`config.mk`:
```
export PLATFORM = sky130hd
export DESIGN_NAME = aging_address_table_unit_flat
export DESIGN_NICKNAME = d
export VERILOG_FILES = /design/src/hdl/aat_pkg.sv /design/src/hdl/aat_in_if.sv /design/src/hdl/aat_out_if.sv /design/src/hdl/aat_cfg_if.sv /design/src/hdl/aat_ctrl.sv /design/src/hdl/aat_dpath.sv /design/src/hdl/aging_address_table_unit.sv /design/src/flat_wrapper.sv
export SDC_FILE = /design/constraint.sdc
export NUM_CORES = 2
export LEC_CHECK = 0
export BUFFER_PORTS_ARGS = -buffer_cell sky130_fd_sc_hd__clkbuf_2
export CAP_MARGIN = 25
export CELL_PAD_IN_SITES_DETAIL_PLACEMENT = 2
export CELL_PAD_IN_SITES_GLOBAL_PLACEMENT = 2
export CORE_ASPECT_RATIO = 1.5
export CORE_MARGIN = 2
export CORE_UTILIZATION = 46
export DETAILED_ROUTE_END_ITERATION = 7
export PLACE_DENSITY = 0.78
export SETUP_SLACK_MARGIN = 0.02
export SLEW_MARGIN = 0
export SYNTH_ARGS = -nofsm -noshare
export SYNTH_HDL_FRONTEND = slang
export SYNTH_HIERARCHICAL = 1
export SYNTH_SLANG_ARGS = --single-unit
```
`constraint.sdc`:
```
create_clock -name clk -period 8.2 [get_ports clk]
set_input_delay 0.41 -clock clk [delete_from_list [all_inputs] [get_ports clk]]
set_output_delay 0.41 -clock clk [all_outputs]
set_load 0.005 [all_outputs]
```
`src/hdl/aat_pkg.sv`:
```
// shared constants, types and register codes for the aging address table
`timescale 1ns / 1ps
`default_nettype none

package aat_pkg;

  // table depth default
  localparam int DEPTH_DEFAULT = 32;

  // field widths
  localparam int ADDR_W     = 48;
  localparam int STR_W      = 8;
  localparam int PROTO_W    = 2;
  localparam int TIME_W     = 32;
  localparam int LIMIT_W    = 6;
  localparam int SLOT_W     = 5;
  localparam int OCC_W      = 6;
  localparam int CFG_IDX_W  = 2;
  localparam int CFG_DATA_W = 32;

  // register indexes
  localparam logic [CFG_IDX_W-1:0] REG_ENTRY_LIMIT = 2'd0;
  localparam logic [CFG_IDX_W-1:0] REG_TIMEOUT_MS  = 2'd1;

  // register reset values
  localparam logic [LIMIT_W-1:0] LIMIT_RESET   = 6'd32;
  localparam logic [TIME_W-1:0]  TIMEOUT_RESET = 32'd30000;

  // sighting and sweep item kinds
  localparam logic KIND_SIGHTING = 1'b0;
  localparam logic KIND_SWEEP    = 1'b1;

  // one stored entry
  typedef struct packed {
    logic [ADDR_W-1:0]  address;
    logic [STR_W-1:0]   strength;
    logic [TIME_W-1:0]  seen;
    logic [PROTO_W-1:0] protocol;
  } entry_t;

  // one result beat
  typedef struct packed {
    logic              found;
    logic              inserted;
    logic              full_res;
    logic [SLOT_W-1:0] slot;
    logic [OCC_W-1:0]  occupancy;
    logic [OCC_W-1:0]  expired;
  } res_t;

  // controller to datapath
  typedef struct packed {
    logic start;
    logic scan;
    logic finish;
    logic load_out;
  } cmd_t;

  // datapath to controller
  typedef struct packed {
    logic hit;
    logic scan_done;
    logic out_free;
  } sts_t;

endpackage

`default_nettype wire

```
`src/hdl/aat_in_if.sv`:
```
// input item channel
`timescale 1ns / 1ps
`default_nettype none

interface aat_in_if;
  logic                               valid;
  logic                               ready;
  logic                               kind;
  logic [aat_pkg::ADDR_W-1:0]         address;
  logic signed [aat_pkg::STR_W-1:0]   strength;
  logic [aat_pkg::PROTO_W-1:0]        protocol;
  logic [aat_pkg::TIME_W-1:0]         now_ms;

  modport source (output valid, kind, address, strength, protocol, now_ms, input ready);
  modport sink   (input valid, kind, address, strength, protocol, now_ms, output ready);
endinterface

`default_nettype wire

```
`src/hdl/aat_out_if.sv`:
```
// result channel
`timescale 1ns / 1ps
`default_nettype none

interface aat_out_if;
  logic                        valid;
  logic                        ready;
  logic                        found;
  logic                        inserted;
  logic                        full_res;
  logic [aat_pkg::SLOT_W-1:0]  slot;
  logic [aat_pkg::OCC_W-1:0]   occupancy;
  logic [aat_pkg::OCC_W-1:0]   expired;

  modport source (output valid, found, inserted, full_res, slot, occupancy, expired,
                  input ready);
  modport sink   (input valid, found, inserted, full_res, slot, occupancy, expired,
                  output ready);
endinterface

`default_nettype wire

```
`src/hdl/aat_cfg_if.sv`:
```
// configuration write channel
`timescale 1ns / 1ps
`default_nettype none

interface aat_cfg_if;
  logic                           valid;
  logic                           ready;
  logic [aat_pkg::CFG_IDX_W-1:0]  index;
  logic [aat_pkg::CFG_DATA_W-1:0] data;

  modport source (output valid, index, data, input ready);
  modport sink   (input valid, index, data, output ready);
endinterface

`default_nettype wire

```
`src/hdl/aat_ctrl.sv`:
```
// controller state machine of the aging address table
`timescale 1ns / 1ps
`default_nettype none

module aat_ctrl (
  input  wire logic          clk,
  input  wire logic          rst_n,
  input  wire logic          in_valid,
  output logic               in_ready,
  input  wire aat_pkg::sts_t sts,
  output aat_pkg::cmd_t      cmd
);

  typedef enum logic [1:0] {
    ST_IDLE,
    ST_SCAN,
    ST_HOLD
  } state_t;

  state_t state_r, state_nxt;
  logic   in_ready_r;

  // next state and commands
  always_comb begin
    state_nxt = state_r;
    cmd       = '0;
    unique case (state_r)
      ST_IDLE: begin
        if (in_valid && in_ready_r) begin
          cmd.start = 1'b1;
          state_nxt = ST_SCAN;
        end
      end
      ST_SCAN: begin
        cmd.scan = 1'b1;
        if (sts.hit) begin
          state_nxt = ST_HOLD;
        end else if (sts.scan_done) begin
          cmd.finish = 1'b1;
          state_nxt  = ST_HOLD;
        end
      end
      ST_HOLD: begin
        if (sts.out_free) begin
          cmd.load_out = 1'b1;
          state_nxt    = ST_IDLE;
        end
      end
      default: state_nxt = ST_IDLE;
    endcase
  end

  // state and registered ready
  always_ff @(posedge clk) begin
    if (!rst_n) begin
      state_r    <= ST_IDLE;
      in_ready_r <= 1'b1;
    end else begin
      state_r    <= state_nxt;
      in_ready_r <= (state_nxt == ST_IDLE);
    end
  end

  assign in_ready = in_ready_r;

endmodule

`default_nettype wire

```
`src/hdl/aat_dpath.sv`:
```
// datapath of the aging address table: entry memory, scan, compaction, output register
`timescale 1ns / 1ps
`default_nettype none

module aat_dpath #(
  parameter int DEPTH = aat_pkg::DEPTH_DEFAULT
) (
  input  wire logic                                clk,
  input  wire logic                                rst_n,
  input  wire aat_pkg::cmd_t                       cmd,
  output aat_pkg::sts_t                            sts,
  input  wire logic                                in_kind,
  input  wire logic [aat_pkg::ADDR_W-1:0]          in_address,
  input  wire logic signed [aat_pkg::STR_W-1:0]    in_strength,
  input  wire logic [aat_pkg::PROTO_W-1:0]         in_protocol,
  input  wire logic [aat_pkg::TIME_W-1:0]          in_now_ms,
  input  wire logic                                cfg_we,
  input  wire logic [aat_pkg::CFG_IDX_W-1:0]       cfg_index,
  input  wire logic [aat_pkg::CFG_DATA_W-1:0]      cfg_data,
  output logic                                     out_valid,
  input  wire logic                                out_ready,
  output aat_pkg::res_t                            out_res
);

  localparam int IW = $clog2(DEPTH);
  localparam int CW = $clog2(DEPTH + 1);
  localparam int XW = (CW > aat_pkg::LIMIT_W) ? CW : aat_pkg::LIMIT_W;

  // entry memory
  aat_pkg::entry_t mem [DEPTH];

  // item registers
  logic                          kind_r;
  logic [aat_pkg::ADDR_W-1:0]    addr_r;
  logic [aat_pkg::STR_W-1:0]     str_r;
  logic [aat_pkg::PROTO_W-1:0]   proto_r;
  logic [aat_pkg::TIME_W-1:0]    now_r;

  // table and configuration state
  logic [CW-1:0]                 cnt_r, cnt_nxt;
  logic [aat_pkg::LIMIT_W-1:0]   limit_r;
  logic [aat_pkg::TIME_W-1:0]    timeout_r;

  // scan pipeline
  logic [CW-1:0]                 rd_idx_r;
  logic [CW-1:0]                 chk_idx_r;
  logic                          rvalid_r;
  aat_pkg::entry_t               rdata_r;
  logic [CW-1:0]                 keep_r;
  logic [CW-1:0]                 removed_r;

  // result staging and output register
  aat_pkg::res_t                 res_r;
  aat_pkg::res_t                 out_r;
  logic                          out_valid_r, out_valid_nxt;

  logic                          rd_en;
  logic                          match;
  logic                          stale;
  logic                          room;
  logic [aat_pkg::TIME_W-1:0]    age;
  logic                          mem_we;
  logic [IW-1:0]                 mem_wa;
  aat_pkg::entry_t               mem_wd;
  aat_pkg::entry_t               new_entry;

  // compare and age of the entry just read
  always_comb begin
    rd_en     = cmd.scan && (rd_idx_r < cnt_r);
    match     = rvalid_r && (kind_r == aat_pkg::KIND_SIGHTING) && (rdata_r.address == addr_r);
    age       = now_r - rdata_r.seen;
    stale     = age > timeout_r;
    room      = (XW'(cnt_r) < XW'(limit_r)) && (cnt_r != CW'(DEPTH));
    new_entry = '{address: addr_r, strength: str_r, seen: now_r, protocol: proto_r};
  end

  // status to controller
  always_comb begin
    sts.hit       = match;
    sts.scan_done = !rvalid_r && (rd_idx_r == cnt_r);
    sts.out_free  = !out_valid_r || out_ready;
  end

  // memory write port: refresh on hit, compaction on sweep, append on miss while there is room
  always_comb begin
    mem_we = 1'b0;
    mem_wa = '0;
    mem_wd = rdata_r;
    if (cmd.scan && match) begin
      mem_we = 1'b1;
      mem_wa = chk_idx_r[IW-1:0];
      mem_wd = '{address: rdata_r.address, strength: str_r, seen: now_r,
                 protocol: rdata_r.protocol};
    end else if (cmd.scan && rvalid_r && (kind_r == aat_pkg::KIND_SWEEP) && !stale) begin
      mem_we = 1'b1;
      mem_wa = keep_r[IW-1:0];
      mem_wd = rdata_r;
    end else if (cmd.finish && (kind_r == aat_pkg::KIND_SIGHTING) && room) begin
      mem_we = 1'b1;
      mem_wa = cnt_r[IW-1:0];
      mem_wd = new_entry;
    end
  end

  // entry count update
  always_comb begin
    cnt_nxt = cnt_r;
    if (cmd.finish) begin
      if (kind_r == aat_pkg::KIND_SWEEP) begin
        cnt_nxt = keep_r;
      end else if (room) begin
        cnt_nxt = cnt_r + CW'(1);
      end
    end
  end

  // output beat handshake
  always_comb begin
    out_valid_nxt = out_valid_r;
    if (cmd.load_out) begin
      out_valid_nxt = 1'b1;
    end else if (out_ready) begin
      out_valid_nxt = 1'b0;
    end
  end

  // control state
  always_ff @(posedge clk) begin
    if (!rst_n) begin
      cnt_r       <= '0;
      limit_r     <= aat_pkg::LIMIT_RESET;
      timeout_r   <= aat_pkg::TIMEOUT_RESET;
      rvalid_r    <= 1'b0;
      out_valid_r <= 1'b0;
    end else begin
      cnt_r       <= cnt_nxt;
      rvalid_r    <= rd_en;
      out_valid_r <= out_valid_nxt;
      if (cfg_we) begin
        unique case (cfg_index)
          aat_pkg::REG_ENTRY_LIMIT: limit_r   <= cfg_data[aat_pkg::LIMIT_W-1:0];
          aat_pkg::REG_TIMEOUT_MS:  timeout_r <= cfg_data[aat_pkg::TIME_W-1:0];
          default: ;
        endcase
      end
    end
  end

  // item capture, scan counters, memory and results
  always_ff @(posedge clk) begin
    if (cmd.start) begin
      kind_r    <= in_kind;
      addr_r    <= in_address;
      str_r     <= in_strength;
      proto_r   <= in_protocol;
      now_r     <= in_now_ms;
      rd_idx_r  <= '0;
      keep_r    <= '0;
      removed_r <= '0;
    end
    if (rd_en) begin
      rdata_r   <= mem[rd_idx_r[IW-1:0]];
      chk_idx_r <= rd_idx_r;
      rd_idx_r  <= rd_idx_r + CW'(1);
    end
    if (mem_we) begin
      mem[mem_wa] <= mem_wd;
    end
    // sweep counters
    if (cmd.scan && rvalid_r && (kind_r == aat_pkg::KIND_SWEEP)) begin
      if (stale) begin
        removed_r <= removed_r + CW'(1);
      end else begin
        keep_r <= keep_r + CW'(1);
      end
    end
    // result of a hit
    if (cmd.scan && match) begin
      res_r <= '{found: 1'b1, inserted: 1'b0, full_res: 1'b0,
                 slot: aat_pkg::SLOT_W'(chk_idx_r),
                 occupancy: aat_pkg::OCC_W'(cnt_r), expired: '0};
    end
    // result at the end of a scan
    if (cmd.finish) begin
      priority if (kind_r == aat_pkg::KIND_SWEEP) begin
        res_r <= '{found: 1'b0, inserted: 1'b0, full_res: 1'b0, slot: '0,
                   occupancy: aat_pkg::OCC_W'(keep_r),
                   expired: aat_pkg::OCC_W'(removed_r)};
      end else if (room) begin
        res_r <= '{found: 1'b0, inserted: 1'b1, full_res: 1'b0,
                   slot: aat_pkg::SLOT_W'(cnt_r),
                   occupancy: aat_pkg::OCC_W'(cnt_r + CW'(1)), expired: '0};
      end else begin
        res_r <= '{found: 1'b0, inserted: 1'b0, full_res: 1'b1, slot: '0,
                   occupancy: aat_pkg::OCC_W'(cnt_r), expired: '0};
      end
    end
    if (cmd.load_out) begin
      out_r <= res_r;
    end
  end

  assign out_valid = out_valid_r;
  assign out_res   = out_r;

endmodule

`default_nettype wire

```
`src/hdl/aging_address_table_unit.sv`:
```
// top level of the aging address table
//
// Tracks up to DEPTH transmitters keyed by a 48-bit address.
// in_ch carries one item per beat: a sighting (kind 0) or an expiry sweep
// (kind 1). out_ch returns exactly one result beat per item. cfg_ch writes
// entry_limit (index 0) and timeout_ms (index 1); it is always ready and
// must only be used while no item is in flight.
// Timing: entries are held in a single-port-read memory and scanned one
// entry per cycle. A sighting that hits entry i ends its scan there; a
// miss or a sweep over n entries scans all of them. in_ch is ready again
// once the result has been moved into the output register and takes no
// new item before that; the scan through the memory read port sets how
// long each item takes.
// Reset: table empty, entry_limit 32, timeout_ms 30000, no result pending;
// entry contents are not cleared and need no clearing pass.
// Stall: a held result stays on out_ch; one further item is worked on and
// then waits until the output register frees up.
`timescale 1ns / 1ps
`default_nettype none

module aging_address_table_unit #(
  parameter int DEPTH = aat_pkg::DEPTH_DEFAULT
) (
  input wire logic clk,
  input wire logic rst_n,
  aat_in_if.sink   in_ch,
  aat_out_if.source out_ch,
  aat_cfg_if.sink  cfg_ch
);

  aat_pkg::cmd_t cmd;
  aat_pkg::sts_t sts;
  aat_pkg::res_t res;
  logic          in_ready;
  logic          out_valid;

  // controller
  aat_ctrl u_ctrl (
    .clk      (clk),
    .rst_n    (rst_n),
    .in_valid (in_ch.valid),
    .in_ready (in_ready),
    .sts      (sts),
    .cmd      (cmd)
  );

  // datapath
  aat_dpath #(
    .DEPTH (DEPTH)
  ) u_dpath (
    .clk         (clk),
    .rst_n       (rst_n),
    .cmd         (cmd),
    .sts         (sts),
    .in_kind     (in_ch.kind),
    .in_address  (in_ch.address),
    .in_strength (in_ch.strength),
    .in_protocol (in_ch.protocol),
    .in_now_ms   (in_ch.now_ms),
    .cfg_we      (cfg_ch.valid),
    .cfg_index   (cfg_ch.index),
    .cfg_data    (cfg_ch.data),
    .out_valid   (out_valid),
    .out_ready   (out_ch.ready),
    .out_res     (res)
  );

  // channel hookup
  assign in_ch.ready      = in_ready;
  assign cfg_ch.ready     = 1'b1;
  assign out_ch.valid     = out_valid;
  assign out_ch.found     = res.found;
  assign out_ch.inserted  = res.inserted;
  assign out_ch.full_res  = res.full_res;
  assign out_ch.slot      = res.slot;
  assign out_ch.occupancy = res.occupancy;
  assign out_ch.expired   = res.expired;

endmodule

`default_nettype wire

```
`src/flat_wrapper.sv`:
```
// flat-port wrapper written by rule: the top's interface ports become plain ports
module aging_address_table_unit_flat 
#(
  parameter int DEPTH = aat_pkg::DEPTH_DEFAULT
)
  (clk, rst_n, in_ch_valid, in_ch_kind, in_ch_address, in_ch_strength, in_ch_protocol, in_ch_now_ms, in_ch_ready, out_ch_valid, out_ch_found, out_ch_inserted, out_ch_full_res, out_ch_slot, out_ch_occupancy, out_ch_expired, out_ch_ready, cfg_ch_valid, cfg_ch_index, cfg_ch_data, cfg_ch_ready);
  aat_in_if in_ch_i ();
  aat_out_if out_ch_i ();
  aat_cfg_if cfg_ch_i ();
  input wire logic clk;
  input wire logic rst_n;
  input wire logic [$bits(in_ch_i.valid)-1:0] in_ch_valid;
  input wire logic [$bits(in_ch_i.kind)-1:0] in_ch_kind;
  input wire logic [$bits(in_ch_i.address)-1:0] in_ch_address;
  input wire logic [$bits(in_ch_i.strength)-1:0] in_ch_strength;
  input wire logic [$bits(in_ch_i.protocol)-1:0] in_ch_protocol;
  input wire logic [$bits(in_ch_i.now_ms)-1:0] in_ch_now_ms;
  output wire logic [$bits(in_ch_i.ready)-1:0] in_ch_ready;
  output wire logic [$bits(out_ch_i.valid)-1:0] out_ch_valid;
  output wire logic [$bits(out_ch_i.found)-1:0] out_ch_found;
  output wire logic [$bits(out_ch_i.inserted)-1:0] out_ch_inserted;
  output wire logic [$bits(out_ch_i.full_res)-1:0] out_ch_full_res;
  output wire logic [$bits(out_ch_i.slot)-1:0] out_ch_slot;
  output wire logic [$bits(out_ch_i.occupancy)-1:0] out_ch_occupancy;
  output wire logic [$bits(out_ch_i.expired)-1:0] out_ch_expired;
  input wire logic [$bits(out_ch_i.ready)-1:0] out_ch_ready;
  input wire logic [$bits(cfg_ch_i.valid)-1:0] cfg_ch_valid;
  input wire logic [$bits(cfg_ch_i.index)-1:0] cfg_ch_index;
  input wire logic [$bits(cfg_ch_i.data)-1:0] cfg_ch_data;
  output wire logic [$bits(cfg_ch_i.ready)-1:0] cfg_ch_ready;
  assign in_ch_i.valid = in_ch_valid;
  assign in_ch_i.kind = in_ch_kind;
  assign in_ch_i.address = in_ch_address;
  assign in_ch_i.strength = in_ch_strength;
  assign in_ch_i.protocol = in_ch_protocol;
  assign in_ch_i.now_ms = in_ch_now_ms;
  assign in_ch_ready = in_ch_i.ready;
  assign out_ch_valid = out_ch_i.valid;
  assign out_ch_found = out_ch_i.found;
  assign out_ch_inserted = out_ch_i.inserted;
  assign out_ch_full_res = out_ch_i.full_res;
  assign out_ch_slot = out_ch_i.slot;
  assign out_ch_occupancy = out_ch_i.occupancy;
  assign out_ch_expired = out_ch_i.expired;
  assign out_ch_i.ready = out_ch_ready;
  assign cfg_ch_i.valid = cfg_ch_valid;
  assign cfg_ch_i.index = cfg_ch_index;
  assign cfg_ch_i.data = cfg_ch_data;
  assign cfg_ch_ready = cfg_ch_i.ready;
  aging_address_table_unit #(.DEPTH(DEPTH)) u_core (.clk(clk), .rst_n(rst_n), .in_ch(in_ch_i), .out_ch(out_ch_i), .cfg_ch(cfg_ch_i));
endmodule
```
==> results.yml <==
pwr:
  switchingPower_w: 0.00813
  pwr-share-comb_pct: 10.2
  p_per_area_nw_per_um2: 258
  power.leakage_nw: 39.7
  peakVddDrop_mv: 0.261
  seqPwrFrac_pct: 49.4
  intPower_w: 0.0246
  switching_share_pct: 24.9
  p_clk_share_pct: 40.3
worst_setup_path:
  crit_required_ns: 8.67
  cp_num_cells: 22
  cp-start-kind: "flop"
  crit_type: "flop to flop"
  crit_top_cell: "a21oi_1"
  r2r_cells: 22
  endpoint_kind: "flop"
  r2r_end: "u_core/u_dpath/mem[11][42]$_DFFE_PP_"
  critPathMaxFanout: 51
  worstPathCellList: "ha_1 -> a21oi_1 -> o21ai_0 -> a2111oi_1 -> o221ai_1 -> a21oi_1 -> o31ai_1 -> a21oi_1 -> a21oi_1 -> xnor2_1 -> ha_1 -> nand3_1 -> nor2_1 -> a211oi_1 -> buf_4 -> and3_1 -> and3_2 -> o21ai_0 -> a21oi_2 -> nand3_1 -> nor2_4 -> buf_12"
  arrival_ns: 8.52
  rrSetupSlack_ns: 0.16
  cpPeakStageDelay_ns: 0.62
  cp_slowest_cell: "a2111oi_1"
  cp_num_buf_inv: 2
  timing.rr.start: "u_core/u_dpath/now_r[12]$_DFFE_PP_"
  path_delay_family: "compound AO/OA/AOI/OAI gates"
timing:
  drv_slew: 0
  setup_viol: 0
  min_period_ns: 8.04
  relSlewSlack_pct: 23.0
  fin_skew_ns: 0.0960
  final_hold_viol_count: 0
  worst_slew_pin_slew_ns: 1.15
  rsz0062_at_grt: "false"
  max_freq_ghz: 0.124
  finalCritPeriodShare_pct: 98.1
yosys:
  syn_inst: 4884
  synthMostInstantiatedCell: "edfxtp_1"
  ys_ff_latch: 2833
  ys_seq_area_share_pct: 76.5
  synth-edff-count: 2772
  synth_cell_types: 80
  netlist_area_um2: 110000
  async_reset_ff_share_pct: 0
  synth_top_area_share_pct: 75.4
  ys_dominant_reg_cell: "edfxtp_1"
  synth_common_cells: "edfxtp_1 (2772), mux4_2 (800), clkbuf_1 (153)"
  synth_top_area_cell: "edfxtp_1"
  synth_nets: 5095
  avgSynthCellArea_um2: 22.6
  synth.area.top_cells: "edfxtp_1 (75%), mux4_2 (16%), mux2_2 (1.2%), dfxtp_1 (1.1%), ha_1 (0.91%)"
  yosysWarningCount: 6
routing:
  antenna_left: 0
  drt-wirelength-per-cell_um: 47.1
  drc: 0
  drtIter0Drc: 9074
  drtPass1Iterations: 6
  wl_um: 410000
  num_vias: 59115
  via_per_inst: 6.79
place:
  port_buffers: 141
  hpwl_um: 228000
  gp_congestion: 0.825
  place_inst: 8067
worst_hold_path:
  hold_path_end: "u_core/u_dpath/limit_r[5]$_SDFFE_PN1P_"
  holdPathStages: 4
  hold_path_startpoint: "cfg_ch_index[0]"
  hp-class: "input pin to flop"
cells_and_area:
  layout-drive-gt1-share_pct: 30.4
  fin_nets: 5586
  final_util_pct: 53.1
  areaGrowthSynthToFinish_pct: 15.0
  fin_cells: 8704
job:
  drv_cap: 0
global_route:
  grt_pass1_wl_um: 557000
  grt_max_degree: 141
  grt_overflow: 0
  grt_pass1_vias: 62043
  grt_usage_pct: 33.6
  antenna_found_initial: 23
floorplan:
  die_h_um: 604
  dieWidth_um: 404
  num_rows: 220
  start_util_pct: 46.2
  coreArea_um2: 239000
  pin_count: 153
  die_area_um2: 244000
clock_network:
  cts.root.buffer_cell: "clkbuf_16"
  clk_pin_slew_worst_paths_ns: 0.07
  clock_path_buffers: 4
  cts_setup_buffers: 0
  cts_tree: "yes"
  h-tree-depth: 5
  cts_buffers: 281
  clock-sinks: 2833
  clkLatencyLatePin_ns: 0.92
run_status:
  status: "finished clean"
[routing by layer]
layer  GRT usage, %  share of wire (%)  vias to the layer above
li1               -                  -                    21553
met1           43.1                 36                    32332
met2           55.9                 50                     4265
met3           6.08                8.9                      947
met4           15.9                5.5                       18
met5              0              0.028                        -
[how the worst max path moves through the flow]
stage                                  startpoint                                   end  slack [ns]
2_1_floorplan   u_core/u_dpath/now_r[0]$_DFFE_PP_  u_core/u_dpath/mem[26][10]$_DFFE_PP_       -0.19
3_3_place_gp   u_core/u_dpath/now_r[12]$_DFFE_PP_   u_core/u_dpath/mem[7][22]$_DFFE_PP_        0.56
3_5_place_dp   u_core/u_dpath/now_r[12]$_DFFE_PP_   u_core/u_dpath/mem[9][79]$_DFFE_PP_       -0.07
4_1_cts        u_core/u_dpath/now_r[12]$_DFFE_PP_   u_core/u_dpath/mem[9][59]$_DFFE_PP_        0.08
5_1_grt        u_core/u_dpath/now_r[12]$_DFFE_PP_   u_core/u_dpath/mem[9][59]$_DFFE_PP_        0.07
6_report       u_core/u_dpath/now_r[12]$_DFFE_PP_  u_core/u_dpath/mem[11][42]$_DFFE_PP_        0.16
[cell families after synthesis]
group / Yosys count / share of synthesized area, %
mux: 932 / 17.7
simple gates: 400 / 1.76
compound gates: 244 / 1.43
xor+xnor: 72 / 0.571
flops: 2833 / 76.5
fa+ha+maj: 81 / 0.925
other cells: 1 / 0.00340
buf+inv: 321 / 1.16
[power groups by stage]
stage	registers, W	logic, W	clock network [W]
floorplan	0.0164	0.00195	0
global placement	0.0165	0.00295	0
detailed placement	0.0165	0.00317	0
CTS	0.0162	0.00329	0.0133
global route	0.0162	0.00346	0.0137
finish	0.0162	0.00334	0.0132
[flip-flops by register name, indices dropped and copies added, names as in the netlist]
signal                    cells
u_core/u_dpath/removed_r      6
u_core/u_dpath/mem         2560
u_core/u_dpath/kind_r         1
u_core/u_dpath/timeout_r     32
u_core/u_dpath/chk_idx_r      5
u_core/u_dpath/cnt_r          6
u_core/u_dpath/out_valid      1
u_core/u_dpath/rd_idx_r       6
u_core/u_dpath/rdata_r       80
u_core/u_dpath/addr_r        48
u_core/u_ctrl/in_ready        1
u_core/u_dpath/res_r         20
u_core/u_ctrl/state_r         2
u_core/u_dpath/now_r         32
u_core/u_dpath/out_res       20
u_core/u_dpath/rvalid_r       1
u_core/u_dpath/keep_r         6
u_core/u_dpath/limit_r        6
[tightest hold or removal path, stage by stage]
cell	delay, ns
clkbuf_2	0.10
nor3b_1	0.05
buf_4	0.18
o211ai_1	0.18
[layout make-up]
cell class	count	area (µm²)
Antenna cell	13	32.5
Clock buffer	354	7550
Clock inverter	137	1200
Fill cell	19894	112000
Inverter	97	369
Multi-Input combinational cell	1730	25000
Sequential cell	2833	84500
Tap cell	3108	3890
Timing Repair Buffer	432	4400
[stage by stage]
| step | setup TNS [ns] | total power (W) | area (µm²) | hold WS, ns | worst slack [ns] |
|---|---|---|---|---|---|
| after floorplan | -394.13 | 0.0184 | 110000 | 0.400 | -0.186 |
| after global placement | 0 | 0.0194 | 116000 | 0.404 | 0.562 |
| after detailed placement | -1.93 | 0.0196 | 117000 | 0.406 | -0.0730 |
| after CTS | 0 | 0.0328 | 127000 | 0.0194 | 0.0834 |
| after global routing | 0 | 0.0333 | 127000 | 0.0804 | 0.0726 |
| final | 0 | 0.0327 | 127000 | 0.0720 | 0.156 |
[cells in the final DEF, fill, tap and decap left out, types with 54 or more instances in the layout]
master and count:
buf_12 75, nand2_1 135, dlygate4sd3_1 115, ha_1 80, clkbuf_2 141, clkbuf_1 60, mux4_2 800, dfxtp_1 61
a21oi_1 72, clkbuf_16 291, edfxtp_1 2772, buf_4 82, inv_1 94, clkinv_1 54, mux2_2 124, nor2_1 61
[what timing repair did]
action / 4_1_cts / 5_1_grt
hold buffers: 115 / 0
hold endpoints to repair: 121 / 0
setup endpoints to repair: 520 / 1022
gates resized for setup: 2 / 1
Note: power is estimated with default switching activity, not from simulation.
